<file path="config.mk">
export PLATFORM = sky130hd
export DESIGN_NAME = noc_message_packetizer_unit
export DESIGN_NICKNAME = d
export VERILOG_FILES = /design/src/hw/rtl/nmp_pkg.sv /design/src/hw/rtl/noc_message_packetizer_unit.sv /design/src/hw/rtl/nmp_ctrl.sv /design/src/hw/rtl/nmp_datapath.sv
export SDC_FILE = /design/constraint.sdc
export NUM_CORES = 1
export LEC_CHECK = 0
export BUFFER_PORTS_ARGS = -buffer_cell sky130_fd_sc_hd__buf_2
export CAP_MARGIN = 30
export CORE_UTILIZATION = 35
export DETAILED_ROUTE_END_ITERATION = 10
export MAX_ROUTING_LAYER = met4
export SYNTH_ARGS = -nofsm -noshare
export SYNTH_HDL_FRONTEND = slang
export SYNTH_SLANG_ARGS = --single-unit
</file>
<file path="constraint.sdc">
create_clock -name clk -period 4.9 [get_ports clk]
set_clock_uncertainty 0.15 [all_clocks]
set_input_delay 0 -clock clk [delete_from_list [all_inputs] [get_ports clk]]
set_output_delay 0 -clock clk [all_outputs]
set_load 0.02 [all_outputs]
</file>
<file path="src/hw/rtl/nmp_pkg.sv">
// Shared types and constants for the NoC message packetiser.
// No dependencies; imported by every module of the block.
package nmp_pkg;

    localparam int FLIT_W         = 16;
    localparam int BYTE_W         = 8;
    localparam int CPU_W          = 8;
    localparam int MESH_W         = 5;
    localparam int COUNT_W        = 16;
    localparam int CFG_IDX_W      = 2;
    localparam int CFG_DATA_W     = 16;
    localparam int HDR_FLITS      = 8;
    localparam int HDR_IDX_W      = 3;
    localparam int DIV_STEPS      = CPU_W;
    localparam int PACKET_FLITS_DEF = 64;

    localparam logic [FLIT_W-1:0] PAD_WORD = 16'hdead;

    localparam logic [CFG_IDX_W-1:0] CFG_CPU_ID     = 2'd0;
    localparam logic [CFG_IDX_W-1:0] CFG_OWN_PORT   = 2'd1;
    localparam logic [CFG_IDX_W-1:0] CFG_MESH_WIDTH = 2'd2;

    localparam logic [MESH_W-1:0] MESH_WIDTH_RST = 5'd2;

    localparam logic [HDR_IDX_W-1:0] HDR_TARGET  = 3'd0;
    localparam logic [HDR_IDX_W-1:0] HDR_LENGTH  = 3'd1;
    localparam logic [HDR_IDX_W-1:0] HDR_SRC_CPU = 3'd2;
    localparam logic [HDR_IDX_W-1:0] HDR_SRC_PRT = 3'd3;
    localparam logic [HDR_IDX_W-1:0] HDR_TGT_PRT = 3'd4;
    localparam logic [HDR_IDX_W-1:0] HDR_SIZE    = 3'd5;
    localparam logic [HDR_IDX_W-1:0] HDR_SEQ     = 3'd6;
    localparam logic [HDR_IDX_W-1:0] HDR_CHANNEL = 3'd7;

    typedef enum logic [2:0] {
        ST_IDLE,
        ST_DIV,
        ST_HDR,
        ST_BYTE,
        ST_PAD
    } nmp_state_t;

    typedef enum logic [1:0] {
        SEL_HDR,
        SEL_PAY,
        SEL_PAD
    } nmp_sel_t;

    typedef struct packed {
        logic                 load;
        logic                 div_step;
        logic                 hold;
        logic                 emit;
        nmp_sel_t             sel;
        logic [HDR_IDX_W-1:0] hdr_idx;
    } nmp_cmd_t;

    typedef struct packed {
        logic pkt_start;
        logic odd_mid;
        logic ends;
        logic last;
        logic room;
    } nmp_status_t;

endpackage

</file>
<file path="src/hw/rtl/noc_message_packetizer_unit.sv">
// NoC message packetiser top level: controller plus datapath.
// Depends on nmp_pkg, nmp_ctrl and nmp_datapath.
//
//   channel   direction  handshake            word
//   in        to block   in_valid / in_stall  dest_cpu, dest_port, channel,
//                                             msg_len, data_byte
//   out       from block out_valid/out_stall  flit, last_flit
//   cfg       to block   cfg_we               cfg_index, cfg_data
//
// A byte that does not open a packet is accepted, then handled in a payload step.
// A byte that opens a packet runs the bit-serial target divider, then emits 8 header
// flits, one per cycle while the output is not stalled. The final byte adds padding.
// Reset is asynchronous, active low; it clears message state, mesh width to 2.
// Output stalls hold the output register and pause header, payload and padding flits.
module noc_message_packetizer_unit #(
    parameter int PACKET_FLITS = nmp_pkg::PACKET_FLITS_DEF
) (
    input  logic                           clk,
    input  logic                           rst_n,
    input  logic                           cfg_we,
    input  logic [nmp_pkg::CFG_IDX_W-1:0]  cfg_index,
    input  logic [nmp_pkg::CFG_DATA_W-1:0] cfg_data,
    input  logic                           in_valid,
    output logic                           in_stall,
    input  logic [nmp_pkg::CPU_W-1:0]      dest_cpu,
    input  logic [nmp_pkg::FLIT_W-1:0]     dest_port,
    input  logic [nmp_pkg::FLIT_W-1:0]     channel,
    input  logic [nmp_pkg::COUNT_W-1:0]    msg_len,
    input  logic [nmp_pkg::BYTE_W-1:0]     data_byte,
    output logic                           out_valid,
    input  logic                           out_stall,
    output logic [nmp_pkg::FLIT_W-1:0]     flit,
    output logic                           last_flit
);
    import nmp_pkg::*;

    nmp_cmd_t    cmd;
    nmp_status_t status;

    nmp_ctrl u_ctrl (
        .clk      (clk),
        .rst_n    (rst_n),
        .in_valid (in_valid),
        .in_stall (in_stall),
        .status   (status),
        .cmd      (cmd)
    );

    nmp_datapath #(
        .PACKET_FLITS (PACKET_FLITS)
    ) u_dp (
        .clk         (clk),
        .rst_n       (rst_n),
        .cfg_we      (cfg_we),
        .cfg_index   (cfg_index),
        .cfg_data    (cfg_data),
        .dest_cpu    (dest_cpu),
        .dest_port   (dest_port),
        .channel     (channel),
        .msg_len     (msg_len),
        .data_byte   (data_byte),
        .out_stall   (out_stall),
        .cmd         (cmd),
        .status      (status),
        .out_valid   (out_valid),
        .flit        (flit),
        .last_flit   (last_flit)
    );

    a_cmd_onehot: assert property (@(posedge clk) disable iff (!rst_n)
        $onehot0({cmd.load, cmd.div_step, cmd.hold, cmd.emit}))
        else $error("conflicting datapath commands");

    a_emit_room: assert property (@(posedge clk) disable iff (!rst_n)
        cmd.emit |-> status.room)
        else $error("flit loaded over an untaken word");

    a_last_wraps: assert property (@(posedge clk) disable iff (!rst_n)
        (cmd.emit && cmd.sel != SEL_HDR && status.last) |=> status.pkt_start)
        else $error("packet index not cleared after last flit");

    a_accept_busy: assert property (@(posedge clk) disable iff (!rst_n)
        (in_valid && !in_stall) |=> in_stall)
        else $error("second word taken before the first was processed");

endmodule

</file>
<file path="src/hw/rtl/nmp_ctrl.sv">
// Packetiser controller: sequences divide, header, payload and padding.
// Depends on nmp_pkg; drives nmp_datapath through command/status structs.
module nmp_ctrl (
    input  logic                clk,
    input  logic                rst_n,
    input  logic                in_valid,
    output logic                in_stall,
    input  nmp_pkg::nmp_status_t status,
    output nmp_pkg::nmp_cmd_t    cmd
);
    import nmp_pkg::*;

    nmp_state_t           state_reg;
    nmp_state_t           state_next;
    logic [HDR_IDX_W-1:0] step_reg;
    logic [HDR_IDX_W-1:0] step_next;

    always_ff @(posedge clk or negedge rst_n)
    begin
        if (!rst_n)
        begin
            state_reg <= ST_IDLE;
            step_reg  <= '0;
        end
        else
        begin
            state_reg <= state_next;
            step_reg  <= step_next;
        end
    end

    always_comb
    begin
        state_next = state_reg;
        step_next  = step_reg;
        case (state_reg)
            ST_IDLE:
            begin
                step_next = '0;
                if (in_valid)
                begin
                    state_next = status.pkt_start ? ST_DIV : ST_BYTE;
                end
            end
            ST_DIV:
            begin
                step_next = step_reg + 1'b1;
                if (step_reg == HDR_IDX_W'(DIV_STEPS - 1))
                begin
                    state_next = ST_HDR;
                end
            end
            ST_HDR:
            begin
                if (status.room)
                begin
                    step_next = step_reg + 1'b1;
                    if (step_reg == HDR_IDX_W'(HDR_FLITS - 1))
                    begin
                        state_next = ST_BYTE;
                    end
                end
            end
            ST_BYTE:
            begin
                if (status.odd_mid)
                begin
                    state_next = ST_IDLE;
                end
                else if (status.room)
                begin
                    state_next = (status.ends && !status.last) ? ST_PAD : ST_IDLE;
                end
            end
            ST_PAD:
            begin
                if (status.room && status.last)
                begin
                    state_next = ST_IDLE;
                end
            end
            default:
            begin
                state_next = ST_IDLE;
                step_next  = '0;
            end
        endcase
    end

    always_comb
    begin
        cmd          = '0;
        cmd.sel      = SEL_HDR;
        cmd.hdr_idx  = step_reg;
        in_stall     = 1'b1;
        case (state_reg)
            ST_IDLE:
            begin
                in_stall = 1'b0;
                cmd.load = in_valid;
            end
            ST_DIV:
            begin
                cmd.div_step = 1'b1;
            end
            ST_HDR:
            begin
                cmd.emit = status.room;
            end
            ST_BYTE:
            begin
                cmd.sel  = SEL_PAY;
                cmd.hold = status.odd_mid;
                cmd.emit = !status.odd_mid && status.room;
            end
            ST_PAD:
            begin
                cmd.sel  = SEL_PAD;
                cmd.emit = status.room;
            end
            default:
            begin
                in_stall = 1'b1;
            end
        endcase
    end

endmodule

</file>
<file path="src/hw/rtl/nmp_datapath.sv">
// Packetiser datapath: config registers, message state, target divider, output word.
// Depends on nmp_pkg; commanded by nmp_ctrl.
module nmp_datapath #(
    parameter int PACKET_FLITS = nmp_pkg::PACKET_FLITS_DEF
) (
    input  logic                             clk,
    input  logic                             rst_n,
    input  logic                             cfg_we,
    input  logic [nmp_pkg::CFG_IDX_W-1:0]    cfg_index,
    input  logic [nmp_pkg::CFG_DATA_W-1:0]   cfg_data,
    input  logic [nmp_pkg::CPU_W-1:0]        dest_cpu,
    input  logic [nmp_pkg::FLIT_W-1:0]       dest_port,
    input  logic [nmp_pkg::FLIT_W-1:0]       channel,
    input  logic [nmp_pkg::COUNT_W-1:0]      msg_len,
    input  logic [nmp_pkg::BYTE_W-1:0]       data_byte,
    input  logic                             out_stall,
    input  nmp_pkg::nmp_cmd_t                cmd,
    output nmp_pkg::nmp_status_t             status,
    output logic                             out_valid,
    output logic [nmp_pkg::FLIT_W-1:0]       flit,
    output logic                             last_flit
);
    import nmp_pkg::*;

    localparam int FI_W = $clog2(PACKET_FLITS + 1);

    logic [FLIT_W-1:0]  cpu_id_reg;
    logic [FLIT_W-1:0]  own_port_reg;
    logic [MESH_W-1:0]  mesh_width_reg;

    logic [COUNT_W-1:0] byte_count_reg;
    logic [FI_W-1:0]    flit_index_reg;
    logic [BYTE_W-1:0]  held_byte_reg;
    logic [COUNT_W-1:0] packet_seq_reg;
    logic               out_valid_reg;

    logic [FLIT_W-1:0]  tport_reg;
    logic [FLIT_W-1:0]  chan_reg;
    logic [COUNT_W-1:0] msize_reg;
    logic [BYTE_W-1:0]  data_reg;
    logic [MESH_W-1:0]  rem_reg;
    logic [CPU_W-1:0]   quo_reg;
    logic [FLIT_W-1:0]  flit_reg;
    logic               last_reg;

    logic [MESH_W-1:0]  divisor;
    logic [MESH_W:0]    trial;
    logic               fits;
    logic [MESH_W-1:0]  rem_step;
    logic [COUNT_W:0]   count;
    logic               ends;
    logic               odd;
    logic [FI_W-1:0]    fi_inc;
    logic               is_last;
    logic               room;
    logic [FLIT_W-1:0]  hdr_word;
    logic [FLIT_W-1:0]  pay_word;
    logic [FLIT_W-1:0]  word;

    assign divisor  = (mesh_width_reg == '0) ? MESH_W'(1) : mesh_width_reg;
    assign trial    = {rem_reg, quo_reg[CPU_W-1]};
    assign fits     = trial >= {1'b0, divisor};
    assign rem_step = fits ? MESH_W'(trial - {1'b0, divisor}) : trial[MESH_W-1:0];

    assign count   = {1'b0, byte_count_reg} + (COUNT_W+1)'(1);
    assign ends    = count >= {1'b0, msize_reg};
    assign odd     = count[0];
    assign fi_inc  = flit_index_reg + 1'b1;
    assign is_last = fi_inc >= FI_W'(PACKET_FLITS);
    assign room    = !out_valid_reg || !out_stall;

    assign status.pkt_start = (flit_index_reg == '0);
    assign status.odd_mid   = odd && !ends;
    assign status.ends      = ends;
    assign status.last      = is_last;
    assign status.room      = room;

    always_comb
    begin
        case (cmd.hdr_idx)
            HDR_TARGET:  hdr_word = {7'd0, rem_reg, 4'd0} | {8'd0, quo_reg};
            HDR_LENGTH:  hdr_word = FLIT_W'(PACKET_FLITS - 2);
            HDR_SRC_CPU: hdr_word = cpu_id_reg;
            HDR_SRC_PRT: hdr_word = own_port_reg;
            HDR_TGT_PRT: hdr_word = tport_reg;
            HDR_SIZE:    hdr_word = msize_reg;
            HDR_SEQ:     hdr_word = packet_seq_reg;
            HDR_CHANNEL: hdr_word = chan_reg;
            default:     hdr_word = chan_reg;
        endcase
    end

    assign pay_word = odd ? {data_reg, 8'h00} : {held_byte_reg, data_reg};

    always_comb
    begin
        case (cmd.sel)
            SEL_HDR: word = hdr_word;
            SEL_PAY: word = pay_word;
            SEL_PAD: word = PAD_WORD;
            default: word = PAD_WORD;
        endcase
    end

    always_ff @(posedge clk or negedge rst_n)
    begin
        if (!rst_n)
        begin
            cpu_id_reg     <= '0;
            own_port_reg   <= '0;
            mesh_width_reg <= MESH_WIDTH_RST;
            byte_count_reg <= '0;
            flit_index_reg <= '0;
            held_byte_reg  <= '0;
            packet_seq_reg <= '0;
            out_valid_reg  <= 1'b0;
        end
        else
        begin
            if (cfg_we)
            begin
                case (cfg_index)
                    CFG_CPU_ID:     cpu_id_reg     <= cfg_data;
                    CFG_OWN_PORT:   own_port_reg   <= cfg_data;
                    CFG_MESH_WIDTH: mesh_width_reg <= cfg_data[MESH_W-1:0];
                    default:        ;
                endcase
            end

            if (cmd.load && status.pkt_start)
            begin
                packet_seq_reg <= packet_seq_reg + 1'b1;
            end

            if (cmd.hold)
            begin
                byte_count_reg <= count[COUNT_W-1:0];
                held_byte_reg  <= data_reg;
            end

            if (cmd.emit)
            begin
                case (cmd.sel)
                    SEL_HDR:
                    begin
                        if (cmd.hdr_idx == HDR_CHANNEL)
                        begin
                            flit_index_reg <= FI_W'(HDR_FLITS);
                        end
                    end
                    SEL_PAY:
                    begin
                        if (ends && is_last)
                        begin
                            byte_count_reg <= '0;
                            flit_index_reg <= '0;
                            held_byte_reg  <= '0;
                            packet_seq_reg <= '0;
                        end
                        else if (ends)
                        begin
                            flit_index_reg <= fi_inc;
                        end
                        else
                        begin
                            byte_count_reg <= count[COUNT_W-1:0];
                            held_byte_reg  <= '0;
                            flit_index_reg <= is_last ? '0 : fi_inc;
                        end
                    end
                    SEL_PAD:
                    begin
                        if (is_last)
                        begin
                            byte_count_reg <= '0;
                            flit_index_reg <= '0;
                            held_byte_reg  <= '0;
                            packet_seq_reg <= '0;
                        end
                        else
                        begin
                            flit_index_reg <= fi_inc;
                        end
                    end
                    default: ;
                endcase
            end

            if (cmd.emit)
            begin
                out_valid_reg <= 1'b1;
            end
            else if (!out_stall)
            begin
                out_valid_reg <= 1'b0;
            end
        end
    end

    always_ff @(posedge clk)
    begin
        if (cmd.load)
        begin
            tport_reg <= dest_port;
            chan_reg  <= channel;
            msize_reg <= msg_len;
            data_reg  <= data_byte;
            rem_reg   <= '0;
            quo_reg   <= dest_cpu;
        end
        else if (cmd.div_step)
        begin
            rem_reg <= rem_step;
            quo_reg <= {quo_reg[CPU_W-2:0], fits};
        end
        if (cmd.emit)
        begin
            flit_reg <= word;
            last_reg <= (cmd.sel != SEL_HDR) && is_last;
        end
    end

    assign out_valid = out_valid_reg;
    assign flit      = flit_reg;
    assign last_flit = last_reg;

endmodule

</file>
# Yosys cells after proc, flatten, opt, wreduce, memory -nomap -nowiden
# Cells that the tools add are included.
op_classes:
  eq_ne: 23
  bitwise: 2
  n_reduce_logical: 30
  addsub: 5
  order_cmp: 3
  muxes: 49
op_table:
  columns: ["op", "count"]
  rows:
  - ["$mux 16", 10]
  - ["$pmux 16 s8", 1]
  - ["$pmux 16 s2", 3]
  - ["$mux 8", 7]
  - ["$mux 7", 4]
  - ["$mux 3", 9]
  - ["$pmux 7 s3", 1]
  - ["$add 16x1->17 const B", 1]
  - ["$ge 17x16->1", 1]
  - ["$add 16x1->16 const B", 1]
  - ["$pmux 8 s2", 1]
  - ["$eq 3x3->1 const B", 5]
  - ["$pmux 3 s5", 1]
  - ["$eq 3x2->1 const B", 4]
  - ["$mux 5", 2]
  - ["$ne 2x1->1 const B", 5]
  - ["$or 9x8->9", 1]
  - ["$pmux 3 s3", 1]
  - ["$reduce_and 2->1", 4]
  - ["$add 7x1->7 const B", 1]
  - ["$ge 7x7->1 const B", 1]
  - ["$logic_and 1x1->1", 7]
  - ["$logic_not 7->1", 1]
  - ["$eq 3x1->1 const B", 2]
  - ["other kinds (22)", 38]
word_totals:
  elab_cells: 130
  regBits: 177
  inputBits: 87

# Longest topological paths before layout
# Gate-level depths: netlist (run 1).
depth:
  word_depth: 10
  mapped_depth: 18
  ltp_nobuf: 15

# By module
# A second synthesis (run 1) with hierarchy kept.
hier_totals:
  hier_cells: 796
  area_unflattened_um2: 9127.5
modules_own_cells:
  columns: ["mod", "n_inst", "area_per_inst_um2", "cells_per_inst"]
  rows:
  - ["nmp_datapath", 1, 8638.3, 739]
  - ["nmp_ctrl", 1, 489.2, 57]

# Least setup slack after synthesis (run 1)
# OpenSTA, ideal clock, no wires.
synth_timing:
  path_type: "register -> register"
  startpoint: "register u_dp.byte_count_reg[0]"
  endpoint: "register u_dp.packet_seq_reg[10]"
  setup_ps: 121
  stages_incl_launch_ff: 19
  setup_slack_ps: 662
  required_time_ps: 4629
  period_less_slack_ps: 4238
  arrival_ps: 3966
  cell_sequence: "dfrtp_1 -> clkbuf_1 -> nand2_1 -> nor2_1 -> and3_1 -> and3_1 -> clkbuf_1 -> nand3_1 -> xnor2_1 -> ha_1 -> and3_1 -> and3_4 -> a311o_1 -> a211oi_2 -> a21oi_2 -> and3b_1 -> buf_2 -> buf_2 -> nor2_1"
synth_rtl:
  columns: ["item", "line_no", "source"]
  rows:
  - ["start, declared", "nmp_datapath.sv:31", "logic [COUNT_W-1:0] byte_count_reg;"]
  - ["start signal, assigned", "nmp_datapath.sv:137", "byte_count_reg <= count[COUNT_W-1:0];"]
  - ["start signal, assigned", "nmp_datapath.sv:166", "byte_count_reg <= count[COUNT_W-1:0];"]
  - ["end signal, assigned", "nmp_datapath.sv:132", "packet_seq_reg <= packet_seq_reg + 1'b1;"]
  - ["end, declared", "nmp_datapath.sv:34", "logic [COUNT_W-1:0] packet_seq_reg;"]

==> results of run 1 <==
## per-stage QoR
stage	std cells	utilization	instance area (um2)	setup slack (ps)	hold slack, ps
global route	1286	0.454	11100	63.1	115
global placement	1166	0.394	9600	559	-178
floorplan	761	-	8710	662	-446
CTS	1286	0.454	11100	391	101
detailed placement	1166	0.394	9600	424	-172
finish	1286	0.454	11100	372	115
## cells by family (layout without fill, tap and decap cells)
group,count (synthesis),in the layout,synth area share
multiplexers,55,55,0.0685
adder cells (fa/ha/maj),32,32,0.0468
AND/OR/NAND/NOR,210,210,0.116
AO/OA/AOI/OAI,179,179,0.149
XOR/XNOR,33,33,0.0332
buffers and inverters,75,276,0.0336
flip-flops,177,177,0.552
## cells in the mapped netlist, drive strengths merged, types with 3 or more instances
master and instances:
a211oi 8, a21o 6, a21oi 45, a221o 3, a221oi 4, a222oi 19, a22o 11, a22oi 6
a31oi 14, and2 7, and3 13, and4 3, buf 7, clkbuf 31, dfrtp 90, dfxtp 5
edfxtp 81, ha 31, inv 37, mux2 37, mux2i 18, nand2 63, nand2b 8, nand3 23
nand3b 3, nand4 10, nor2 57, nor2b 8, nor3 8, nor4 5, o211ai 6, o21ai 26
o221ai 3, o22ai 5, o311ai 4, xnor2 17, xor2 16
## layer usage
metal,routed length [um],vias to the layer above,GRT usage,share of wire
met5,0,-,-,0
met4,494,0,0.0634,0.021
met3,1150,26,0.0330,0.048
met2,10800,219,0.297,0.46
met1,11300,3300,0.269,0.47
li1,-,3213,-,-
## power breakdown
group	switching (uW)	internal, uW
registers	250	2000
clock network	622	759
logic	1230	750
total	2100	3510
## worst max-delay path, stage by stage, from the launching register on
cell and delay [ps]:
dfrtp_1 350, buf_4 340, nand2_1 120, nor2_1 240
and3_1 290, and3_1 300, nand3_1 150, xnor2_1 160
ha_1 290, and3_1 170, and3_4 210, a311o_1 230
a211oi_2 80, a21oi_2 380, buf_4 320, and2_1 440
a31oi_1 150
## final cells by class
class                   instances  area, um2  area share
repair buffers                207       1520       0.138
well taps                     324        405      0.0366
inverters                      37        139      0.0125
flip-flops and latches        177       4810       0.434
multi-input cells             509       3610       0.326
clock inverters                11        120      0.0108
clock buffers                  21        472      0.0426
## final timing paths
path | to | start | slack (ps) | cells after the start
worst max-delay path | u_dp.byte_count_reg[5] | u_dp.byte_count_reg[0] | 370 | 16
worst min-delay path | u_dp.chan_reg[14] | channel[14] | 120 | 2
worst max register to register | u_dp.byte_count_reg[5] | u_dp.byte_count_reg[0] | 370 | 16
worst min register to register | u_dp.rem_reg[4] | u_dp.rem_reg[4] | 330 | 2
max in group asynchronous | u_dp.flit_index_reg[4] | rst_n | 3360 | 4
min in group asynchronous | u_dp.packet_seq_reg[6] | rst_n | 450 | 4
==> summary.md, run 1 <==
| Metric | Value |
|---|---|
| Starting Density | 0.357 |
| Share of layout cells above drive strength 1 | 0.209 |
| Clock Pin Slew Worst Setup and Hold Paths | 70 ps |
| Postcts setup bufs | 0 |
| Pwr/cell area | 506 nW/um2 |
| Ant. Diodes | 0 |
| F_max | 221 MHz |
| Crit share post-route | 0.924 |
| DRC | 0 |
| Worst vdd ir | 242 uV |
| Status | finished, final reports clean |
| Post-synth EDFFs | 81 |
| Critical path required time | 5050 ps |
| Endpoint type of the worst setup path | register |
| Area contributors post-synth | edfxtp_1 28%, dfrtp_1 26%, mux2_2 4.8% |
| Critical path type | register to register |
| Port Buffers | 105 |
| CTS Hold Buffers Added | 88 |
| Asr flop ratio synth | 0.514 |
| Clk_lat worst skew | 440 ps |
| Post-Synthesis Net Count | 880 |
| Clk sinks | 177 |
| # H-tree levels | 4 |
| Die Ht | 160 um |
| Final-report hold violation count | 0 |
| Gr usage total | 0.197 |
| Via density | 5.26 |
| Synthesis Warnings | 0 |
| RSZ-0062 raised after global routing | no |
| Wire per inst | 18.5 um |
| Cts repair resizes | 0 |
| Post-synthesis sequential area ratio | 0.552 |
| Number of global-route vias before repair | 6647 |
| Grt total ovfl | 0 |
| Initial antenna violation count | 1 |
| Final setup vio count | 0 |
| Synth cell types | 69 |
| Num rows | 57 |
| Max Cap Viol | 0 |
| CTS max path bufs | 2 |
| CTS tree | yes |
| Leakage | 0.00469 uW |
| ANT nets after route | 0 |
| Relative slew slack | 0.391 |
| IO Pins | 106 |
| Top FF cell, synth | dfrtp_1 |
| GP Congestion | 0.867 |
| First-pass GRT wire length | 37400 um |
| Fillers | 2259 |
| Most frequent cells in the layout | 104 x buf_2, 90 x dfrtp_1, 87 x dlygate4sd3_1, 81 x edfxtp_1, 63 x nand2_1 |
| Largest net degree at the start of global routing | 64 |
| Final Net Count | 1068 |
| Commonest non-fill, non-tap cell in the layout | buf_2 |
| Worst Hold Class | input pin to register |
| Setup TNS | 0 ps |
| Mapped cell area | 8710 um2 |
| Drt pass-1 iters | 5 |
| CP startpoint kind | register |
| Die area | 25500 um2 |
| Drt initial violations | 576 |
| Slew of the pin with the lowest slew margin | 911 ps |
| Worst EP arrival | 4680 ps |
| Vias | 6758 |
| Area leader, netlist | edfxtp_1 |
| Hpwl dp | 16500 um |
| Worst-path maximum fanout | 26 |
| Total CTS buffers | 17 |
| Area Overhead vs Synth | 27.2% |
| Slew Viols, Final | 0 |
| Flops & latches, synth | 177 |
| Core Region | 24400 um2 |
| Yosys top cell area share | 0.279 |
| Root buf cell | clkbuf_16 |
| Mapped Cells | 761 |
| Die extent in x | 160 um |
| Total power draw | 5610 uW |
| Synthesized area per cell | 11.4 um2 |
| Tmin final | 4530 ps |
| Post-Route WL | 23700 um |
Note: power is estimated with default switching activity, not from simulation.
==> inputs of run 2 (changes only) <==
Settings changed: CORE_UTILIZATION 35 to 50, PLACE_DENSITY set to 0.7.
Clock period 4.9 ns to 5.7 ns, I/O delays scaled along.
==> run 2 against run 1 <==
Fmax is 9.1% lower. Cell area is 0.88% lower. Non-clock buffer count is 5 lower. Sequential cell count is the same. Sequential power down 15%. Largest cell class unchanged. Die area is 30% lower. Via count is 3.3% higher. Total power down 12%. Clock power fell by 8%.
==> summary.md, run 2 (synthesized netlist as in run 1, its figures left out) <==
| Metric | Value |
|---|---|
| Worst vdd ir | 294 uV |
| Area of the multi-input gates | 3610 um2 |
| Tmin final | 4980 ps |
| Final worst setup slack | 717 ps |
| Slew Viols, Final | 0 |
| CP bufs+invs | 0 |
| Critical path's largest stage delay | 760 ps |
| Most frequent cells in the layout | 104 x buf_2, 90 x dfrtp_1, 86 x dlygate4sd3_1, 81 x edfxtp_1, 63 x nand2_1 |
| Status | finished, final reports clean |
| IO Pins | 106 |
| WHS | 18.0 ps |
| Critical path type | register to register |
| Critical path required time | 5870 ps |
| Initial antenna violation count | 0 |
| Via density | 5.93 |
| Die extent in x | 134 um |
| Worst EP arrival | 5150 ps |
| Hpwl dp | 16200 um |
| Setup TNS | 0 ps |
| Leakage | 0.00470 uW |
| Clk sinks | 177 |
| Critical path's top delay family | simple AND/OR/NAND/NOR gates |
| Dpl ws | 794 ps |
| Starting Density | 0.518 |
| F_max | 201 MHz |
| Number of global-route vias before repair | 7046 |
| Largest net degree at the start of global routing | 64 |
| Worst-path maximum fanout | 10 |
| Postcts setup bufs | 0 |
| Critical path cell sequence | ha_1 > nand3_1 > nor2_1 > nand3_1 > nor2_1 > and3_1 > xor2_1 > ha_1 > and3_1 > and3_4 > a311o_1 > a211o_4 > nor3_2 > a21oi_2 > o311a_1 |
| Slew of the pin with the lowest slew margin | 985 ps |
| Total CTS buffers | 17 |
| Drt pass-1 iters | 5 |
| ANT nets after route | 0 |
| Drt initial violations | 694 |
| # H-tree levels | 4 |
| Worst Hold Class | input pin to register |
| Vias | 6982 |
| Clock Pin Slew Worst Setup and Hold Paths | 70 ps |
| Final setup vio count | 0 |
| RSZ-0062 raised after global routing | no |
| Root buf cell | clkbuf_16 |
| First-pass GRT wire length | 37800 um |
| CP startpoint kind | register |
| Endpoint type of the worst setup path | register |
| DRC | 0 |
| Port Buffers | 105 |
| CTS max path bufs | 2 |
| Final Net Count | 1063 |
| Die Ht | 134 um |
| Gr usage total | 0.289 |
| Grt total ovfl | 0 |
| GP Congestion | 0.887 |
| Fillers | 1302 |
| Reg area | 4810 um2 |
| Slowest CP cell | nor3_2 |
| Crit share post-route | 0.874 |
| Num rows | 47 |
| Pwr/cell area | 448 nW/um2 |
| Final-report hold violation count | 0 |
| Wire per inst | 20.5 um |
| Core Region | 16800 um2 |
| Placed Cells | 1058 |
| Commonest non-fill, non-tap cell in the layout | buf_2 |
| Clk_lat worst skew | 440 ps |
| Area Overhead vs Synth | 26.1% |
| Post-Route WL | 24100 um |
| Share of layout cells above drive strength 1 | 0.208 |
| Relative slew slack | 0.340 |
| Max Cap Viol | 0 |
| Ant. Diodes | 0 |
| Final cell count without fillers | 1177 |
| Die area | 17900 um2 |
| CTS tree | yes |
-- run 2: cell count changes in the layout (fill, tap and decap cells not counted), moves of 2 or more --
cell and delta:
clkinv_8 +2, bufinv_16 +2, clkinv_4 -2, inv_8 +2
buf_4 -6, clkbuf_1 -2
-- run 2: final timing paths --
path	depth (start not counted)	endpoint	from	slack, ps
worst min-delay path	5	u_ctrl.state_reg[0]	in_valid	20
max in group asynchronous	4	u_dp.cpu_id_reg[1]	rst_n	4210
min in group asynchronous	4	u_dp.byte_count_reg[10]	rst_n	450
worst max-delay path	15	u_dp.byte_count_reg[8]	u_dp.byte_count_reg[1]	720
worst min register to register	1	u_dp.mesh_width_reg[4]	u_dp.mesh_width_reg[4]	360
worst max register to register	15	u_dp.byte_count_reg[8]	u_dp.byte_count_reg[1]	720
-- run 2: per-stage QoR --
stage | power (uW) | area (um2) | util
3_3_place_gp | 3500 | 9420 | 0.560
3_5_place_dp | 3590 | 9460 | 0.563
5_1_grt | 5170 | 11000 | 0.653
6_report | 4920 | 11000 | 0.653
2_1_floorplan | 3030 | 8710 | -
4_1_cts | 4900 | 11000 | 0.653
-- run 2: routing by layer --
layer / vias to the layer above / GRT usage / share of wire
li1: 3217 / - / -
met1: 3458 / 0.366 / 0.42
met2: 272 / 0.467 / 0.49
met3: 35 / 0.0552 / 0.068
met4: 0 / 0.0997 / 0.022
met5: - / - / 0
-- run 2: cell type report --
cell class	instances	area share
flip-flops and latches	177	0.438
multi-input cells	509	0.329
repair buffers	202	0.137
clock buffers	17	0.0387
well taps	220	0.0251
clock inverters	15	0.0196
inverters	37	0.0126
-- run 2: repair_timing --
| action | CTS | global route |
|---|---|---|
| hold endpoints to repair | 137 | 0 |
| hold buffers | 87 | 0 |
| resized for setup | 0 | 0 |
-- run 2: report_power, final --
group | leakage [uW] | internal [uW] | switching [uW]
clock network | 0.000312 | 713 | 559
logic | 0.00244 | 656 | 1070
registers | 0.00194 | 1720 | 207
total | 0.00470 | 3090 | 1830
-- run 2: tightest hold or removal path, delay by kind of cell --
family	cells	cell delay, ps
buffers and inverters	1	110
AO/OA/AOI/OAI	4	460
==> inputs of run 3 (changes only) <==
Settings changed: MAX_ROUTING_LAYER met4 to not set.
==> run 3 against run 2 <==
Largest cell class unchanged. Utilization decreased by 0.16 points. Highest routed layer unchanged. Critical path depth up 1. Cell count increased by 0.25%. Cell area is 0.25% lower. Wire length shrank 1.8%. Critical path type unchanged. Combinational power hardly changed. Largest power group unchanged. First-iteration DRC count decreased by 3.9%. Total power is 1.7% lower. Clock power is 6% lower. Fmax rose by 5.5%. Sequential power about the same. Sequential share of layout area increased by 0.11 points.
==> summary.md, run 3 (synthesized netlist as in run 1, its figures left out) <==
| Metric | Value |
|---|---|
| Max Cap Viol | 0 |
| Critical path's top delay family | simple AND/OR/NAND/NOR gates |
| RSZ-0062 raised after global routing | no |
| DRC | 0 |
| Internal | 3030 uW |
| Cts repair resizes | 0 |
| R2R setup slack | 980 ps |
| Vias | 6975 |
| Post-Route WL | 23700 um |
| Worst vdd ir | 280 uV |
| Most frequent cells in the layout | 104 x buf_2, 90 x dfrtp_1, 87 x dlygate4sd3_1, 81 x edfxtp_1, 63 x nand2_1 |
| R2R Path Start | u_dp.byte_count_reg[1] |
| Worst-path maximum fanout | 8 |
| Met1 Wirelength | 10000 um |
| Slew Viols, Final | 0 |
| Clk sinks | 177 |
| Number of global-route vias before repair | 7031 |
| Metal2 WL | 11500 um |
| Postcts setup bufs | 0 |
| Hpwl dp | 16000 um |
| Drt initial violations | 667 |
| Tmin final | 4720 ps |
| Critical path's largest stage delay | 390 ps |
| Critical path cell sequence | ha_1 > nand3_1 > nor2_1 > nand3_1 > nor2_1 > and3_1 > xor2_1 > ha_1 > and3_1 > and3_4 > a311o_1 > a211o_4 > nor3_2 > buf_4 > a21oi_2 > o311a_1 |
| Reg-to-reg critical path endpoint | u_dp.byte_count_reg[8] |
| Total CTS buffers | 17 |
| Combinational share of power | 0.357 |
| Drt pass-1 iters | 7 |
| Largest net degree at the start of global routing | 64 |
| Worst EP arrival | 4880 ps |
| Gr usage total | 0.275 |
| GP Congestion | 0.891 |
| Area Overhead vs Synth | 25.8% |
| F_max | 212 MHz |
| Switching pwr | 1810 uW |
| First-pass GRT wire length | 37200 um |
| DR top layer | met4 |
| Clock power frac | 0.247 |
| Critical path type | register to register |
| Grt total ovfl | 0 |
| Setup crit end | u_dp.byte_count_reg[8] |
| Net Sw Frac | 0.374 |
| Relative slew slack | 0.336 |
| Commonest non-fill, non-tap cell in the layout | buf_2 |
| Core Util, Final | 0.651 |
| Slowest CP cell | dfrtp_1 |
| # H-tree levels | 4 |
| Sequential share of power | 0.396 |
| Ant. Diodes | 0 |
| Port Buffers | 105 |
| Slew of the pin with the lowest slew margin | 993 ps |
| Leakage | 0.00469 uW |
| Die Ht | 134 um |
| Fin area | 11000 um2 |
| CP startpoint kind | register |
| CP bufs+invs | 1 |
| Initial antenna violation count | 0 |
| Final-report hold violation count | 0 |
| Num rows | 47 |
| Share of layout cells above drive strength 1 | 0.208 |
| ANT nets after route | 0 |
| IO Pins | 106 |
| Area of the multi-input gates | 3610 um2 |
| Die area | 17900 um2 |
| Total power draw | 4830 uW |
| Final Net Count | 1066 |
| Core Region | 16800 um2 |
| Reg area | 4810 um2 |
| Starting Density | 0.518 |
| Root buf cell | clkbuf_16 |
| CP Depth | 16 |
| Pwr/cell area | 441 nW/um2 |
| Met3 Wirelength | 1630 um |
| Die extent in x | 134 um |
| Setup TNS | 0 ps |
| Crit share post-route | 0.829 |
| Endpoint type of the worst setup path | register |
| Worst Hold Class | input pin to register |
| Final setup vio count | 0 |
| Cells on worst reg2reg path | 16 |
| Setup crit start | u_dp.byte_count_reg[1] |
| CTS max path bufs | 2 |
| Clk_lat worst skew | 440 ps |
| Clock Pin Slew Worst Setup and Hold Paths | 70 ps |
| Via density | 5.91 |
| Critical path required time | 5860 ps |
| Status | finished, final reports clean |
| CTS tree | yes |
| Wire per inst | 20.1 um |
| Placed cell area | 9450 um2 |
| Fillers | 1292 |
==> run 3: how the worst min path moves through the flow <==
stage,from,endpoint,slack (ps),cells after the start
2_1_floorplan,rst_n,u_ctrl.state_reg[0],-450,0
3_3_place_gp,rst_n,u_dp.byte_count_reg[10],-160,1
3_5_place_dp,rst_n,u_dp.byte_count_reg[10],-160,1
4_1_cts,channel[5],u_dp.chan_reg[5],110,2
5_1_grt,dest_port[13],u_dp.tport_reg[13],110,2
6_report,dest_port[13],u_dp.tport_reg[13],120,2
==> run 3: metrics by stage <==
stage               cells  hold WS [ps]  worst slack, ps
floorplan             761          -446             1460
global placement     1058          -155             1180
detailed placement   1059          -157             1000
CTS                  1179           106              980
global route         1180           111              661
finish               1180           118              977
==> run 3: worst reg2reg max path, cell delays in order (launching register included) <==
cell,delay (ps)
dfrtp_1,390
ha_1,230
nand3_1,150
nor2_1,300
nand3_1,220
nor2_1,290
and3_1,220
xor2_1,200
ha_1,270
and3_1,160
and3_4,180
a311o_1,350
a211o_4,390
nor3_2,380
buf_4,260
a21oi_2,100
o311a_1,350
==> run 3: cell type report <==
class	instances	area share
Tap cell	220	0.0251
Multi-Input combinational cell	509	0.329
Clock inverter	12	0.0121
Clock buffer	20	0.0427
Sequential cell	177	0.439
Timing Repair Buffer	205	0.139
Inverter	37	0.0127
==> run 3: timing repair <==
item,CTS,global route
hold buffers,88,0
endpoints found under the setup margin,0,0
endpoints found under the hold margin,138,0
==> run 3: per-layer routing <==
metal / up-vias / global-route usage
li1: 3214 / -
met4: 0 / 0.0915
met5: - / 0
met2: 299 / 0.451
met1: 3425 / 0.365
met3: 37 / 0.0563
==> run 3: power groups by stage <==
stage / Clock, uW / Combinational [uW] / Sequential [uW]
after floorplan: 0 / 1110 / 1920
after global placement: 0 / 1590 / 1920
after detailed placement: 0 / 1640 / 1930
after CTS: 1200 / 1700 / 1910
after global routing: 1260 / 1890 / 1950
final: 1190 / 1730 / 1910
